[config.mk]
export PLATFORM = sky130hd
export DESIGN_NAME = seconds_to_calendar_date_top_flat
export DESIGN_NICKNAME = d
export VERILOG_FILES = /design/src/rtl/core/stc_pkg.sv /design/src/rtl/core/stc_in_if.sv /design/src/rtl/core/stc_out_if.sv /design/src/rtl/core/stc_day_div.sv /design/src/rtl/core/stc_tod.sv /design/src/rtl/core/stc_date.sv /design/src/rtl/core/seconds_to_calendar_date_top.sv /design/src/flat_wrapper.sv
export VERILOG_INCLUDE_DIRS = /design/src /design/src/rtl/core
export SDC_FILE = /design/constraint.sdc
export NUM_CORES = 1
export LEC_CHECK = 0
export ABC_AREA = 1
export BUFFER_PORTS_ARGS = -buffer_cell sky130_fd_sc_hd__clkbuf_2
export CORE_MARGIN = 8
export CORE_UTILIZATION = 40
export CTS_BUF_LIST = sky130_fd_sc_hd__clkbuf_4
export CTS_CLUSTER_DIAMETER = 50
export DETAILED_ROUTE_END_ITERATION = 7
export GPL_TIMING_DRIVEN = 0
export SLEW_MARGIN = 25
export SYNTH_ARGS = -nofsm -noshare
export SYNTH_HDL_FRONTEND = slang
export SYNTH_SLANG_ARGS = --single-unit
[constraint.sdc]
create_clock -name clk_i -period 11 [get_ports clk_i]
set_clock_uncertainty 0.2 [all_clocks]
set_input_delay 2.2 -clock clk_i [delete_from_list [all_inputs] [get_ports clk_i]]
set_output_delay 2.2 -clock clk_i [all_outputs]
set_load 0.01 [all_outputs]
[src/rtl/core/seconds_to_calendar_date_top_macros.svh]
// Assertion macros for the seconds-to-calendar-date block.
`ifndef SECONDS_TO_CALENDAR_DATE_TOP_MACROS_SVH
`define SECONDS_TO_CALENDAR_DATE_TOP_MACROS_SVH

// checked only while out of reset
`define STC_ASSERT_RUN(lbl, prop, msg) \
  lbl: assert property (@(posedge clk_i) disable iff (!rst_ni) prop) else $error(msg);

// checked at every edge, reset included
`define STC_ASSERT_ALWAYS(lbl, prop, msg) \
  lbl: assert property (@(posedge clk_i) prop) else $error(msg);

`endif

[src/rtl/core/stc_pkg.sv]
// Shared types, constants and tables of the seconds-to-calendar-date block.
`default_nettype none

package stc_pkg;

  localparam int unsigned SEC_W    = 32;
  localparam int unsigned YEAR_W   = 12;
  localparam int unsigned MONTH_W  = 4;
  localparam int unsigned DAY_W    = 5;
  localparam int unsigned HOUR_W   = 5;
  localparam int unsigned MINUTE_W = 6;
  localparam int unsigned SECOND_W = 6;

  localparam int unsigned DCNT_W = 15;  // day count, 1 .. 24856
  localparam int unsigned TOD_W  = 17;  // second of day
  localparam int unsigned HSEC_W = 12;  // second of hour
  localparam int unsigned CYC_W  = 5;   // four-year cycles
  localparam int unsigned POS_W  = 11;  // day within cycle
  localparam int unsigned DOY_W  = 9;
  localparam int unsigned YIC_W  = 3;

  localparam int unsigned PIPE_DEPTH = 6;

  typedef logic signed [SEC_W-1:0] sec_t;
  typedef logic [YEAR_W-1:0]       year_t;
  typedef logic [MONTH_W-1:0]      month_t;
  typedef logic [DAY_W-1:0]        mday_t;
  typedef logic [HOUR_W-1:0]       hour_t;
  typedef logic [MINUTE_W-1:0]     minute_t;
  typedef logic [SECOND_W-1:0]     second_t;
  typedef logic [DCNT_W-1:0]       dcnt_t;
  typedef logic [TOD_W-1:0]        tod_t;
  typedef logic [HSEC_W-1:0]       hsec_t;
  typedef logic [CYC_W-1:0]        cyc_t;
  typedef logic [POS_W-1:0]        pos_t;
  typedef logic [DOY_W-1:0]        doy_t;
  typedef logic [YIC_W-1:0]        yic_t;

  // seconds / 86400 = (seconds >> 7) / 675
  localparam int unsigned DAY_PRE_SHIFT = 7;
  localparam int unsigned DAY_IN_W      = 24;
  localparam int unsigned DAY_RECIP_W   = 25;
  localparam int unsigned DAY_SHIFT     = 34;
  localparam logic [DAY_RECIP_W-1:0] DAY_RECIP = 25'd25451659;
  localparam logic [TOD_W-1:0]       SECS_PER_DAY = 17'd86400;

  // second of day / 3600 = (tod >> 4) / 225
  localparam int unsigned HR_PRE_SHIFT = 4;
  localparam int unsigned HR_IN_W      = TOD_W - HR_PRE_SHIFT;
  localparam int unsigned HR_PROD_W    = 26;
  localparam int unsigned HR_SHIFT     = 20;
  localparam logic [HR_PROD_W-1:0] HR_RECIP = 26'd4661;
  localparam logic [TOD_W-1:0]     SECS_PER_HOUR = 17'd3600;

  // second of hour / 60 = (hsec >> 2) / 15
  localparam int unsigned MIN_PRE_SHIFT = 2;
  localparam int unsigned MIN_IN_W      = HSEC_W - MIN_PRE_SHIFT;
  localparam int unsigned MIN_PROD_W    = 21;
  localparam int unsigned MIN_SHIFT     = 14;
  localparam logic [MIN_PROD_W-1:0] MIN_RECIP = 21'd1093;
  localparam logic [HSEC_W-1:0]     SECS_PER_MIN = 12'd60;

  // day count / 1461
  localparam int unsigned CYC_PROD_W = 30;
  localparam int unsigned CYC_SHIFT  = 25;
  localparam logic [CYC_PROD_W-1:0] CYC_RECIP  = 30'd22967;
  localparam logic [DCNT_W-1:0]     CYCLE_DAYS = 15'd1461;

  localparam logic [POS_W-1:0] YEAR2_POS = 11'd367;
  localparam logic [POS_W-1:0] YEAR3_POS = 11'd732;
  localparam logic [POS_W-1:0] YEAR4_POS = 11'd1097;
  localparam logic [POS_W-1:0] YEAR2_OFS = 11'd366;
  localparam logic [POS_W-1:0] YEAR3_OFS = 11'd731;
  localparam logic [POS_W-1:0] YEAR4_OFS = 11'd1096;
  localparam logic [DOY_W-1:0] LAST_DOY  = 9'd365;
  localparam logic [DOY_W-1:0] FEB29_DOY = 9'd60;
  localparam logic [YEAR_W-1:0] BASE_YEAR = 12'd1999;

  localparam int unsigned      MONTHS     = 12;
  localparam logic [MONTH_W-1:0] FEB_MONTH = 4'd2;
  localparam logic [DAY_W-1:0]   LEAP_DAY  = 5'd29;

  localparam yic_t YIC_PREV  = 3'd0;
  localparam yic_t YIC_LEAP  = 3'd1;
  localparam yic_t YIC_2ND   = 3'd2;
  localparam yic_t YIC_3RD   = 3'd3;
  localparam yic_t YIC_4TH   = 3'd4;

  // days before the first of each month, common year
  function automatic doy_t month_start(input logic [MONTH_W-1:0] idx);
    doy_t r;
    case (idx)
      4'd0:    r = 9'd0;
      4'd1:    r = 9'd31;
      4'd2:    r = 9'd59;
      4'd3:    r = 9'd90;
      4'd4:    r = 9'd120;
      4'd5:    r = 9'd151;
      4'd6:    r = 9'd181;
      4'd7:    r = 9'd212;
      4'd8:    r = 9'd243;
      4'd9:    r = 9'd273;
      4'd10:   r = 9'd304;
      4'd11:   r = 9'd334;
      default: r = 9'd0;
    endcase
    return r;
  endfunction

endpackage

`default_nettype wire

[src/rtl/core/stc_in_if.sv]
// Input channel: one elapsed-seconds value per transaction.
`default_nettype none

interface stc_in_if;
  import stc_pkg::*;

  logic valid;
  logic ready;
  sec_t elapsed_seconds;

  modport source (output valid, output elapsed_seconds, input ready);
  modport sink   (input valid, input elapsed_seconds, output ready);
endinterface

`default_nettype wire

[src/rtl/core/stc_out_if.sv]
// Output channel: one calendar date and time per transaction.
`default_nettype none

interface stc_out_if;
  import stc_pkg::*;

  logic    valid;
  logic    ready;
  year_t   cal_year;
  month_t  cal_month;
  mday_t   cal_day;
  hour_t   cal_hour;
  minute_t cal_minute;
  second_t cal_second;
  logic    range_error;

  modport source (output valid, output cal_year, output cal_month, output cal_day,
                  output cal_hour, output cal_minute, output cal_second,
                  output range_error, input ready);
  modport sink   (input valid, input cal_year, input cal_month, input cal_day,
                  input cal_hour, input cal_minute, input cal_second,
                  input range_error, output ready);
endinterface

`default_nettype wire

[src/rtl/core/stc_day_div.sv]
// Stages 1-2: split seconds into day count and second of day.
`default_nettype none

module stc_day_div (
  input  logic          clk_i,
  input  logic          en_i,
  input  logic [30:0]   sec_i,
  output stc_pkg::dcnt_t day_cnt_o,
  output stc_pkg::tod_t  tod_o
);
  import stc_pkg::*;

  localparam int unsigned P1_W = DAY_IN_W + DAY_RECIP_W;
  localparam int unsigned P2_W = DCNT_W + TOD_W;

  logic [TOD_W-1:0] s1_lo_q;
  logic [P1_W-1:0]  p1_d, p1_q;
  dcnt_t            q_d, q2_q;
  logic [P2_W-1:0]  p2_d;
  tod_t             slo2_q, p2_q;

  assign p1_d = P1_W'(sec_i[30:DAY_PRE_SHIFT]) * P1_W'(DAY_RECIP);
  assign q_d  = p1_q[DAY_SHIFT +: DCNT_W];
  assign p2_d = P2_W'(q_d) * P2_W'(SECS_PER_DAY);

  always_ff @(posedge clk_i) begin
    if (en_i) begin
      s1_lo_q <= sec_i[TOD_W-1:0];
      p1_q    <= p1_d;
      slo2_q  <= s1_lo_q;
      q2_q    <= q_d;
      p2_q    <= p2_d[TOD_W-1:0];
    end
  end

  // remainder is below 2^17, so the low bits of the difference are exact
  assign day_cnt_o = q2_q + DCNT_W'(1);
  assign tod_o     = slo2_q - p2_q;
endmodule

`default_nettype wire

[src/rtl/core/stc_tod.sv]
// Stages 3-6: second of day into hour, minute and second.
`default_nettype none

module stc_tod (
  input  logic             clk_i,
  input  logic             en_i,
  input  stc_pkg::tod_t    tod_i,
  output stc_pkg::hour_t   hour_o,
  output stc_pkg::minute_t minute_o,
  output stc_pkg::second_t second_o
);
  import stc_pkg::*;

  tod_t                  rem3_q, rem4_q;
  logic [HR_PROD_W-1:0]  phr3_q;
  hour_t                 hour_d, hour4_q, hour5_q, hour6_q;
  tod_t                  ph4_q;
  tod_t                  rem_diff;
  hsec_t                 hsec_d, hsec5_q;
  logic [MIN_PROD_W-1:0] pmin_d, pmin5_q;
  minute_t               minute_d, minute6_q;
  hsec_t                 min_secs;
  second_t               second_d, second6_q;

  assign hour_d   = phr3_q[HR_SHIFT +: HOUR_W];
  assign rem_diff = rem4_q - ph4_q;
  assign hsec_d   = rem_diff[HSEC_W-1:0];
  assign pmin_d   = MIN_PROD_W'(hsec_d[HSEC_W-1:MIN_PRE_SHIFT]) * MIN_RECIP;
  assign minute_d = pmin5_q[MIN_SHIFT +: MINUTE_W];
  assign min_secs = HSEC_W'(minute_d) * SECS_PER_MIN;
  assign second_d = SECOND_W'(hsec5_q - min_secs);

  always_ff @(posedge clk_i) begin
    if (en_i) begin
      rem3_q    <= tod_i;
      phr3_q    <= HR_PROD_W'(tod_i[TOD_W-1:HR_PRE_SHIFT]) * HR_RECIP;
      rem4_q    <= rem3_q;
      hour4_q   <= hour_d;
      ph4_q     <= TOD_W'(hour_d) * SECS_PER_HOUR;
      hour5_q   <= hour4_q;
      hsec5_q   <= hsec_d;
      pmin5_q   <= pmin_d;
      hour6_q   <= hour5_q;
      minute6_q <= minute_d;
      second6_q <= second_d;
    end
  end

  assign hour_o   = hour6_q;
  assign minute_o = minute6_q;
  assign second_o = second6_q;
endmodule

`default_nettype wire

[src/rtl/core/stc_date.sv]
// Stages 3-6: day count into year, month and day of month.
`default_nettype none

module stc_date (
  input  logic            clk_i,
  input  logic            en_i,
  input  stc_pkg::dcnt_t  day_cnt_i,
  output stc_pkg::year_t  year_o,
  output stc_pkg::month_t month_o,
  output stc_pkg::mday_t  day_o
);
  import stc_pkg::*;

  dcnt_t                 dc3_q, dc4_q;
  logic [CYC_PROD_W-1:0] pcyc3_q;
  cyc_t                  cyc_d, cyc4_q, cyc5_q;
  dcnt_t                 pc4_q;
  dcnt_t                 pos_diff;
  pos_t                  pos;
  yic_t                  yic_d, yic5_q;
  doy_t                  doy_d, doy5_q;
  logic                  leap_d, leap5_q;
  year_t                 year_d, year6_q;
  month_t                month_d, month6_q;
  mday_t                 day_d, day6_q;

  assign cyc_d    = pcyc3_q[CYC_SHIFT +: CYC_W];
  assign pos_diff = dc4_q - pc4_q;
  assign pos      = pos_diff[POS_W-1:0];

  always_comb begin
    yic_d  = YIC_4TH;
    doy_d  = DOY_W'(pos - YEAR4_OFS);
    leap_d = 1'b0;
    if (pos == '0) begin
      // last day of the previous cycle
      yic_d = YIC_PREV;
      doy_d = LAST_DOY;
    end else if (pos < YEAR2_POS) begin
      yic_d  = YIC_LEAP;
      doy_d  = DOY_W'(pos);
      leap_d = 1'b1;
    end else if (pos < YEAR3_POS) begin
      yic_d = YIC_2ND;
      doy_d = DOY_W'(pos - YEAR2_OFS);
    end else if (pos < YEAR4_POS) begin
      yic_d = YIC_3RD;
      doy_d = DOY_W'(pos - YEAR3_OFS);
    end
  end

  always_comb begin
    doy_t             d;
    logic [MONTH_W-1:0] m_idx;
    d = (leap5_q && (doy5_q > FEB29_DOY)) ? (doy5_q - DOY_W'(1)) : doy5_q;
    m_idx = '0;
    for (int k = 1; k < MONTHS; k++) begin
      if (d > month_start(MONTH_W'(k))) begin
        m_idx = MONTH_W'(k);
      end
    end
    if (leap5_q && (doy5_q == FEB29_DOY)) begin
      month_d = FEB_MONTH;
      day_d   = LEAP_DAY;
    end else begin
      month_d = m_idx + MONTH_W'(1);
      day_d   = DAY_W'(d - month_start(m_idx));
    end
    year_d = BASE_YEAR + (YEAR_W'(cyc5_q) << 2) + YEAR_W'(yic5_q);
  end

  always_ff @(posedge clk_i) begin
    if (en_i) begin
      dc3_q    <= day_cnt_i;
      pcyc3_q  <= CYC_PROD_W'(day_cnt_i) * CYC_RECIP;
      dc4_q    <= dc3_q;
      cyc4_q   <= cyc_d;
      pc4_q    <= DCNT_W'(cyc_d) * CYCLE_DAYS;
      cyc5_q   <= cyc4_q;
      yic5_q   <= yic_d;
      doy5_q   <= doy_d;
      leap5_q  <= leap_d;
      year6_q  <= year_d;
      month6_q <= month_d;
      day6_q   <= day_d;
    end
  end

  assign year_o  = year6_q;
  assign month_o = month6_q;
  assign day_o   = day6_q;
endmodule

`default_nettype wire

[src/rtl/core/seconds_to_calendar_date_top.sv]
// Top level: pipelined seconds-since-2000 to calendar date and time converter.
//
//   channel  dir  transaction
//   sec_i    in   elapsed_seconds (signed 32 bits)
//   date_o   out  cal_year, cal_month, cal_day, cal_hour, cal_minute,
//                 cal_second, range_error
//
// Six register stages; one transaction in and one out per cycle while date_o is not stalled.
// Three constant-reciprocal multiplies in series (day, hour/cycle, minute) set the depth.
// Reset clears the stage valid and error bits only; the pipeline is empty after reset.
// A stall at date_o freezes every stage; bubbles do not collapse.
`default_nettype none
`include "seconds_to_calendar_date_top_macros.svh"

module seconds_to_calendar_date_top (
  input  logic      clk_i,
  input  logic      rst_ni,
  stc_in_if.sink    sec_i,
  stc_out_if.source date_o
);
  import stc_pkg::*;

  logic                  en;
  logic [PIPE_DEPTH-1:0] vld_q, vld_d;
  logic [PIPE_DEPTH-1:0] err_q, err_d;
  dcnt_t                 day_cnt;
  tod_t                  tod;
  year_t                 year;
  month_t                month;
  mday_t                 mday;
  hour_t                 hour;
  minute_t               minute;
  second_t               second;
  logic                  out_err;

  assign en          = !vld_q[PIPE_DEPTH-1] || date_o.ready;
  assign sec_i.ready = en;

  assign vld_d = {vld_q[PIPE_DEPTH-2:0], sec_i.valid};
  assign err_d = {err_q[PIPE_DEPTH-2:0], sec_i.elapsed_seconds[SEC_W-1]};

  always_ff @(posedge clk_i or negedge rst_ni) begin
    if (!rst_ni) begin
      vld_q <= '0;
      err_q <= '0;
    end else if (en) begin
      vld_q <= vld_d;
      err_q <= err_d;
    end
  end

  stc_day_div u_day_div (
    .clk_i     (clk_i),
    .en_i      (en),
    .sec_i     (sec_i.elapsed_seconds[SEC_W-2:0]),
    .day_cnt_o (day_cnt),
    .tod_o     (tod)
  );

  stc_tod u_tod (
    .clk_i    (clk_i),
    .en_i     (en),
    .tod_i    (tod),
    .hour_o   (hour),
    .minute_o (minute),
    .second_o (second)
  );

  stc_date u_date (
    .clk_i     (clk_i),
    .en_i      (en),
    .day_cnt_i (day_cnt),
    .year_o    (year),
    .month_o   (month),
    .day_o     (mday)
  );

  assign out_err            = err_q[PIPE_DEPTH-1];
  assign date_o.valid       = vld_q[PIPE_DEPTH-1];
  assign date_o.range_error = out_err;
  assign date_o.cal_year    = out_err ? '0 : year;
  assign date_o.cal_month   = out_err ? '0 : month;
  assign date_o.cal_day     = out_err ? '0 : mday;
  assign date_o.cal_hour    = out_err ? '0 : hour;
  assign date_o.cal_minute  = out_err ? '0 : minute;
  assign date_o.cal_second  = out_err ? '0 : second;

  `STC_ASSERT_ALWAYS(a_no_valid_in_reset, !rst_ni |=> !date_o.valid, "valid during reset")
  `STC_ASSERT_RUN(a_accept_enters,
    (sec_i.valid && sec_i.ready) |=>
      (vld_q[0] && (err_q[0] == $past(sec_i.elapsed_seconds[SEC_W-1]))),
    "accepted transaction lost at entry")
  `STC_ASSERT_RUN(a_fields_in_range,
    (date_o.valid && !date_o.range_error) |->
      (date_o.cal_month >= 4'd1 && date_o.cal_month <= 4'd12 && date_o.cal_day >= 5'd1 &&
       date_o.cal_hour <= 5'd23 && date_o.cal_minute <= 6'd59 && date_o.cal_second <= 6'd59),
    "date field out of range")
  `STC_ASSERT_RUN(a_leap_day_year,
    (date_o.valid && date_o.cal_month == FEB_MONTH && date_o.cal_day == LEAP_DAY) |->
      (date_o.cal_year[1:0] == 2'd0),
    "February 29 in a common year")
endmodule

`default_nettype wire

[src/flat_wrapper.sv]
// flat-port wrapper written by rule: the top's interface ports become plain ports
module seconds_to_calendar_date_top_flat import stc_pkg::*;
  (clk_i, rst_ni, sec_i_valid, sec_i_elapsed_seconds, sec_i_ready, date_o_valid, date_o_cal_year, date_o_cal_month, date_o_cal_day, date_o_cal_hour, date_o_cal_minute, date_o_cal_second, date_o_range_error, date_o_ready);
  stc_in_if sec_i_i ();
  stc_out_if date_o_i ();
  input  logic clk_i;
  input  logic rst_ni;
  input wire logic [$bits(sec_i_i.valid)-1:0] sec_i_valid;
  input wire logic [$bits(sec_i_i.elapsed_seconds)-1:0] sec_i_elapsed_seconds;
  output wire logic [$bits(sec_i_i.ready)-1:0] sec_i_ready;
  output wire logic [$bits(date_o_i.valid)-1:0] date_o_valid;
  output wire logic [$bits(date_o_i.cal_year)-1:0] date_o_cal_year;
  output wire logic [$bits(date_o_i.cal_month)-1:0] date_o_cal_month;
  output wire logic [$bits(date_o_i.cal_day)-1:0] date_o_cal_day;
  output wire logic [$bits(date_o_i.cal_hour)-1:0] date_o_cal_hour;
  output wire logic [$bits(date_o_i.cal_minute)-1:0] date_o_cal_minute;
  output wire logic [$bits(date_o_i.cal_second)-1:0] date_o_cal_second;
  output wire logic [$bits(date_o_i.range_error)-1:0] date_o_range_error;
  input wire logic [$bits(date_o_i.ready)-1:0] date_o_ready;
  assign sec_i_i.valid = sec_i_valid;
  assign sec_i_i.elapsed_seconds = sec_i_elapsed_seconds;
  assign sec_i_ready = sec_i_i.ready;
  assign date_o_valid = date_o_i.valid;
  assign date_o_cal_year = date_o_i.cal_year;
  assign date_o_cal_month = date_o_i.cal_month;
  assign date_o_cal_day = date_o_i.cal_day;
  assign date_o_cal_hour = date_o_i.cal_hour;
  assign date_o_cal_minute = date_o_i.cal_minute;
  assign date_o_cal_second = date_o_i.cal_second;
  assign date_o_range_error = date_o_i.range_error;
  assign date_o_i.ready = date_o_ready;
  seconds_to_calendar_date_top u_core (.clk_i(clk_i), .rst_ni(rst_ni), .sec_i(sec_i_i), .date_o(date_o_i));
endmodule
After elaboration in Yosys (flattened, before gate mapping):

Memories as Yosys holds them, arrays and structs flattened.
Cells that the tools add are included.

* register bits: 337
* memory bits (read-only): 144
* input port bits: 36
* output and inout bits: 41
* word-level logic and storage cells: 103
* memories: 1

Memory list
* (name not given): depth 16, bits a word 9, rd ports 1, clocked after Yosys merged registers in 0, wr ports 0, RTL line stc_pkg.sv:92 `case (idx)`

* $add $sub $neg: 13
* multiply operators: 8
* order comparisons: 15
* eq/ne operators: 1
* muxes and demuxes: 26
* reduce and logical (&&, ||, !) cells: 7

Operators by type and width (number)
* multiplier 24 x 25 -> 49 bit (second input constant): 1
* two-way mux 4 bit: 11
* > comparator 9 x 8 -> 1 bit (second input constant): 4
* two-way mux 9 bit: 4
* multiplier 15 x 15 -> 30 bit (second input constant): 1
* > comparator 9 bit (second input constant): 3
* multiplier 13 x 13 -> 25 bit (second input constant): 1
* multiplier 10 x 11 -> 20 bit (second input constant): 1
* > comparator 9 x 6 -> 1 bit (second input constant): 2
* > comparator 9 x 7 -> 1 bit (second input constant): 2
* subtractor 17 bit: 1
* adder 15 x 1 -> 15 bit (second input constant): 1
* multiplier 15 x 10 -> 10 bit (second input constant): 1
* two-way mux 5 bit: 3
* adder 11 x 7 -> 12 bit (first input constant): 1
* adder 12 x 3 -> 12 bit: 1
* two-way mux 12 bit: 1
* two-way mux 6 bit: 2
* subtractor 12 bit: 1
* logical NOT 11 bit: 1
* < comparator 11 x 10 -> 1 bit (second input constant): 1
* < comparator 11 bit (second input constant): 1
* < comparator 11 x 9 -> 1 bit (second input constant): 1
* multiplier 5 x 11 -> 11 bit (second input constant): 1
* 20 further kinds: 23

Depth between registers and ports, before layout:

An unclocked memory read counts as a cell.

* word-level depth: 18
* depth in mapped cells: 34
* mapped depth without buffers: 34

Cells and area by module:

A second synthesis with hierarchy kept.

* cell total of the unflattened synthesis: 3579
* area, all modules: 31725.4 um^2

By module, submodules not included
* stc_day_div: instances 1, cells an instance 1730, area an instance 14463.9 um^2, seq. area each 2192.1 um^2
* stc_date: instances 1, cells an instance 1050, area an instance 9815.7 um^2, seq. area each 2402.3 um^2
* stc_tod: instances 1, cells an instance 667, area an instance 6646.4 um^2, seq. area each 2102.0 um^2
* seconds_to_calendar_date_top: instances 1, cells an instance 132, area an instance 799.5 um^2, seq. area each 300.3 um^2

Worst setup path before layout:

Ideal clock, no wire load.

* kind: input -> output
* from: input port date_o_ready
* to: output port sec_i_ready
* data arrival time: 8604 ps
* data required time: 8600 ps
* setup slack: -4 ps
* stages on the path: 3
* path through: inv_1 > nand2_1 > clkbuf_1

* longest elaborated chain between the ends: 1

Ends and longest elaborated chain
* start, declared: RTL line flat_wrapper.sv:19 `input wire logic [$bits(date_o_i.ready)-1:0] date_o_ready;`
* logical OR 1 bit: RTL line seconds_to_calendar_date_top.sv:36 `assign en = !vld_q[PIPE_DEPTH-1] || date_o.ready;`
* end, declared: RTL line flat_wrapper.sv:10 `output wire logic [$bits(sec_i_i.ready)-1:0] sec_i_ready;`

No other way between the ends.

Final worst setup path:

* from: input port sec_i_elapsed_seconds[16]
* to: register u_core.u_day_div.p1_q[47], data pin

* longest elaborated chain between the ends: 1

Ends and longest elaborated chain
* start, declared: RTL line flat_wrapper.sv:9 `input wire logic [$bits(sec_i_i.elapsed_seconds)-1:0] sec_i_elapsed_seconds;`
* multiplier 24 x 25 -> 49 bit: RTL line stc_day_div.sv:22 `assign p1_d = P1_W'(sec_i[30:DAY_PRE_SHIFT]) * P1_W'(DAY_RECIP);`
* net u_core.u_day_div.p1_d[47]: RTL line stc_day_div.sv:17 `logic [P1_W-1:0] p1_d, p1_q;`
* end signal, assigned: RTL line stc_day_div.sv:29 `p1_q <= p1_d;`
* end, declared: RTL line stc_day_div.sv:17

The timed path passes the listed nets, and every way through them passes these cells.
A chain may end at the register's enable or synchronous reset.

==> flow_metrics.env <==
export IMPL_ant_nets=0
export IMPL_clock_sinks=235
export IMPL_wire_per_inst_um=14.3
export IMPL_holdWs_ns=0.188
export IMPL_rrSetupSlack_ns=3.62
export IMPL_grt_usage_pct=14.5
export IMPL_fin_cells=4071
export IMPL_drv_slew=0
export IMPL_end_kind="flop"
export IMPL_required_ns=11.25
export IMPL_crit_arrival_ns=8.18
export IMPL_post_cts_setup_buffer_count=0
export IMPL_cts_max_path_buffers=3
export IMPL_met2_length_mm=28.2
export IMPL_drc=0
export IMPL_synth_area_leaders="ha_1, edfxtp_1, fa_1"
export IMPL_place_hpwl_mm=49.6
export IMPL_clkTransAtPathRegs_ns=0.07
export IMPL_synth_net_count=3885
export IMPL_placed_cells_incl_taps=3955
export IMPL_final_nets=4031
export IMPL_crit_fanout=9
export IMPL_die_x_um=286
export IMPL_root_buffer="clkbuf_4"
export IMPL_rows=99
export IMPL_postSynthCellCount=2918
export IMPL_ctsHoldBuffers=0
export IMPL_fmax_mhz=126
export IMPL_wl_mm=58.3
export IMPL_syn2layout_area_growth_pct=8.53
export IMPL_initialDrtViolationCount=709
export IMPL_rsz0062_at_grt="false"
export IMPL_grt_antenna_before_repair=1
export IMPL_max_cap_violations=0
export IMPL_worst_pin_slew_ns=0.884
export IMPL_yosysTopAreaCell="ha_1"
export IMPL_cp_buffers_inverters=5
export IMPL_avgViaCountPerCell=4.69
export IMPL_numCtsBuffers=66
export IMPL_wl_met3_mm=2.08
export IMPL_nFillCells=7160
export IMPL_maxSlewHeadroom_pct=40.8
export IMPL_ys_top_cells_by_count="inv_1, ha_1, fa_1, nand2_1, edfxtp_1"
export IMPL_async_reset_ff_share_pct=5.11
export IMPL_drive_gt1_share_pct=7.65
export IMPL_dr_max_layer_used="met4"
export IMPL_die_area_um2=82000
export IMPL_path_class="in -> reg"
export IMPL_drt_pass1_iterations=5
export IMPL_port_buffers=76
export IMPL_ys_flop_type="edfxtp_1"
export IMPL_initial_core_util_pct=40.3
export IMPL_cts_tree="done"
export IMPL_yosysSeqAreaShare_pct=23.9
export IMPL_vias=19100
export IMPL_fin_util_pct=43.7
export IMPL_setup_viol=0
export IMPL_ys_warnings_count=0
export IMPL_ys_types=54
export IMPL_min_period_ns=7.93
export IMPL_insertion_delay_ns=0.74
export IMPL_m1WireLength_mm=26.7
export IMPL_hp_class="reg -> reg"
export IMPL_hold_viol=0
export IMPL_crit_family="adder cells"
export IMPL_synth_area_per_cell_um2=10.0
export IMPL_overflow=0
export IMPL_synth_edff_count=223
export IMPL_cts_resized=0
export IMPL_finalCritPeriodShare_pct=72.1
export IMPL_grt_pass1_vias=20100
export IMPL_die_h_um=286
export IMPL_core_um2=72600
export IMPL_synth_seq_cells=235
export IMPL_status="complete, no violations"
export IMPL_netlist_area_um2=29200
export IMPL_slowest_stage="fa_1"
export IMPL_finalSetupTns_ns=0
export IMPL_synthMostInstantiatedCell="inv_1"
export IMPL_place_gp_congestion=0.913
export IMPL_cp_common_cell="fa_1"
export IMPL_boundaryPins=77
export IMPL_grt_max_degree=85
export IMPL_crit_chain="clkbuf_2 > ha_1 > fa_1 > inv_1 > fa_1 > inv_1 > fa_1 > inv_1 > fa_1 > inv_1 > fa_1 > fa_1 > ha_1 > nand2_1 > nor2_1 > nand2_1 > nor4_1 > nand2_1 > o211ai_1 > a31oi_1 > xor2_1"
export IMPL_h_tree_depth=3
export IMPL_slowest_delay_ns=0.52
export IMPL_cp_start_kind="input port"
export IMPL_synth_top_area_share_pct=26.4
export IMPL_grt_pass1_wl_mm=97.7
==> routing by layer <==
metal	track usage, %	up-vias
li1	-	9748
met1	18.5	8956
met2	25.4	284
met3	2.22	86
met4	4.41	0
met5	0	-
==> layout make-up <==
type                    count  area [um^2]  share of cell area, %
well taps                 959         1200                   3.78
diodes                      1         2.50                0.00789
repair buffers             78          435                   1.37
multi-input cells        1937        19400                   61.2
plain buffers               9         50.0                  0.158
clock buffers              86          646                   2.04
inverters                 737         2770                   8.72
flip-flops and latches    235         7000                   22.1
clock inverters            29          198                  0.623
==> cells in the final DEF, fill, tap and decap left out, types with 52 or more instances in the layout <==
| cell | n |
|---|---|
| xor2_1 | 79 |
| o21ai_0 | 86 |
| nand2_1 | 250 |
| nand3_1 | 52 |
| fa_1 | 314 |
| ha_1 | 617 |
| a21oi_1 | 138 |
| edfxtp_1 | 223 |
| nor2_1 | 171 |
| clkbuf_2 | 76 |
| clkbuf_4 | 86 |
| inv_1 | 727 |
==> worst reg2reg max path: cells and delay by family, from the launching register on <==
kind | cells | cell delay [ns]
buf+inv | 7 | 0.52
simple gates | 9 | 0.97
fa+ha+maj | 8 | 3.56
xor+xnor | 1 | 0.19
compound gates | 5 | 1.22
flops | 1 | 0.52
==> path summary, 6_finish.rpt <==
| path | cells after the start | endpoint | from |
|---|---|---|---|
| worst max-delay path | 21 | u_core.u_day_div.p1_q[47]$_DFFE_PP_ | sec_i_elapsed_seconds[16] |
| worst min-delay path | 0 | u_core.u_date.cyc5_q[3]$_DFFE_PP_ | u_core.u_date.cyc4_q[3]$_DFFE_PP_ |
| worst max register to register | 30 | u_core.u_date.pcyc3_q[29]$_DFFE_PP_ | u_core.u_day_div.q2_q[0]$_DFFE_PP_ |
| worst min register to register | 0 | u_core.u_date.cyc5_q[3]$_DFFE_PP_ | u_core.u_date.cyc4_q[3]$_DFFE_PP_ |
| max in group asynchronous | 1 | u_core.vld_q[3]$_DFFE_PN0P_ | rst_ni |
| min in group asynchronous | 1 | u_core.err_q[2]$_DFFE_PN0P_ | rst_ni |
==> flip-flops by register name (all words and copies together) (netlist names), 11 cells and up <==
signal and count:
u_core.u_day_div.s1_lo_q 17, u_core.u_day_div.slo2_q 17, u_core.u_day_div.p1_q 15, u_core.u_day_div.q2_q 15
u_core.u_date.year_o 12, u_core.u_tod.rem3_q 12, u_core.u_tod.rem4_q 12, u_core.u_date.dc3_q 11
u_core.u_date.dc4_q 11
==> cells by family (layout without fill, tap and decap cells) <==
kind of cell / after synthesis / in the layout / synth area share, %
and+or+nand+nor: 562 / 562 / 8.39
xor gates and xnor gates: 119 / 119 / 3.66
AOI/OAI and AO/OA: 323 / 323 / 6.40
muxes: 2 / 2 / 0.0771
buffers and inverters: 746 / 939 / 9.60
adders and majority gates: 931 / 931 / 47.9
other: 0 / 1 / 0
DFF: 235 / 235 / 23.9
==> stage by stage <==
stage          area, um^2  setup slack, ns
2_1_floorplan       29200             3.31
3_3_place_gp        30800             1.44
3_5_place_dp        30900             2.35
4_1_cts             31700             3.16
5_1_grt             31700             2.94
6_report            31700             3.07
Power is not shown: default switching activity piles up to over one toggle a cycle in this logic, so the estimate is an artifact.
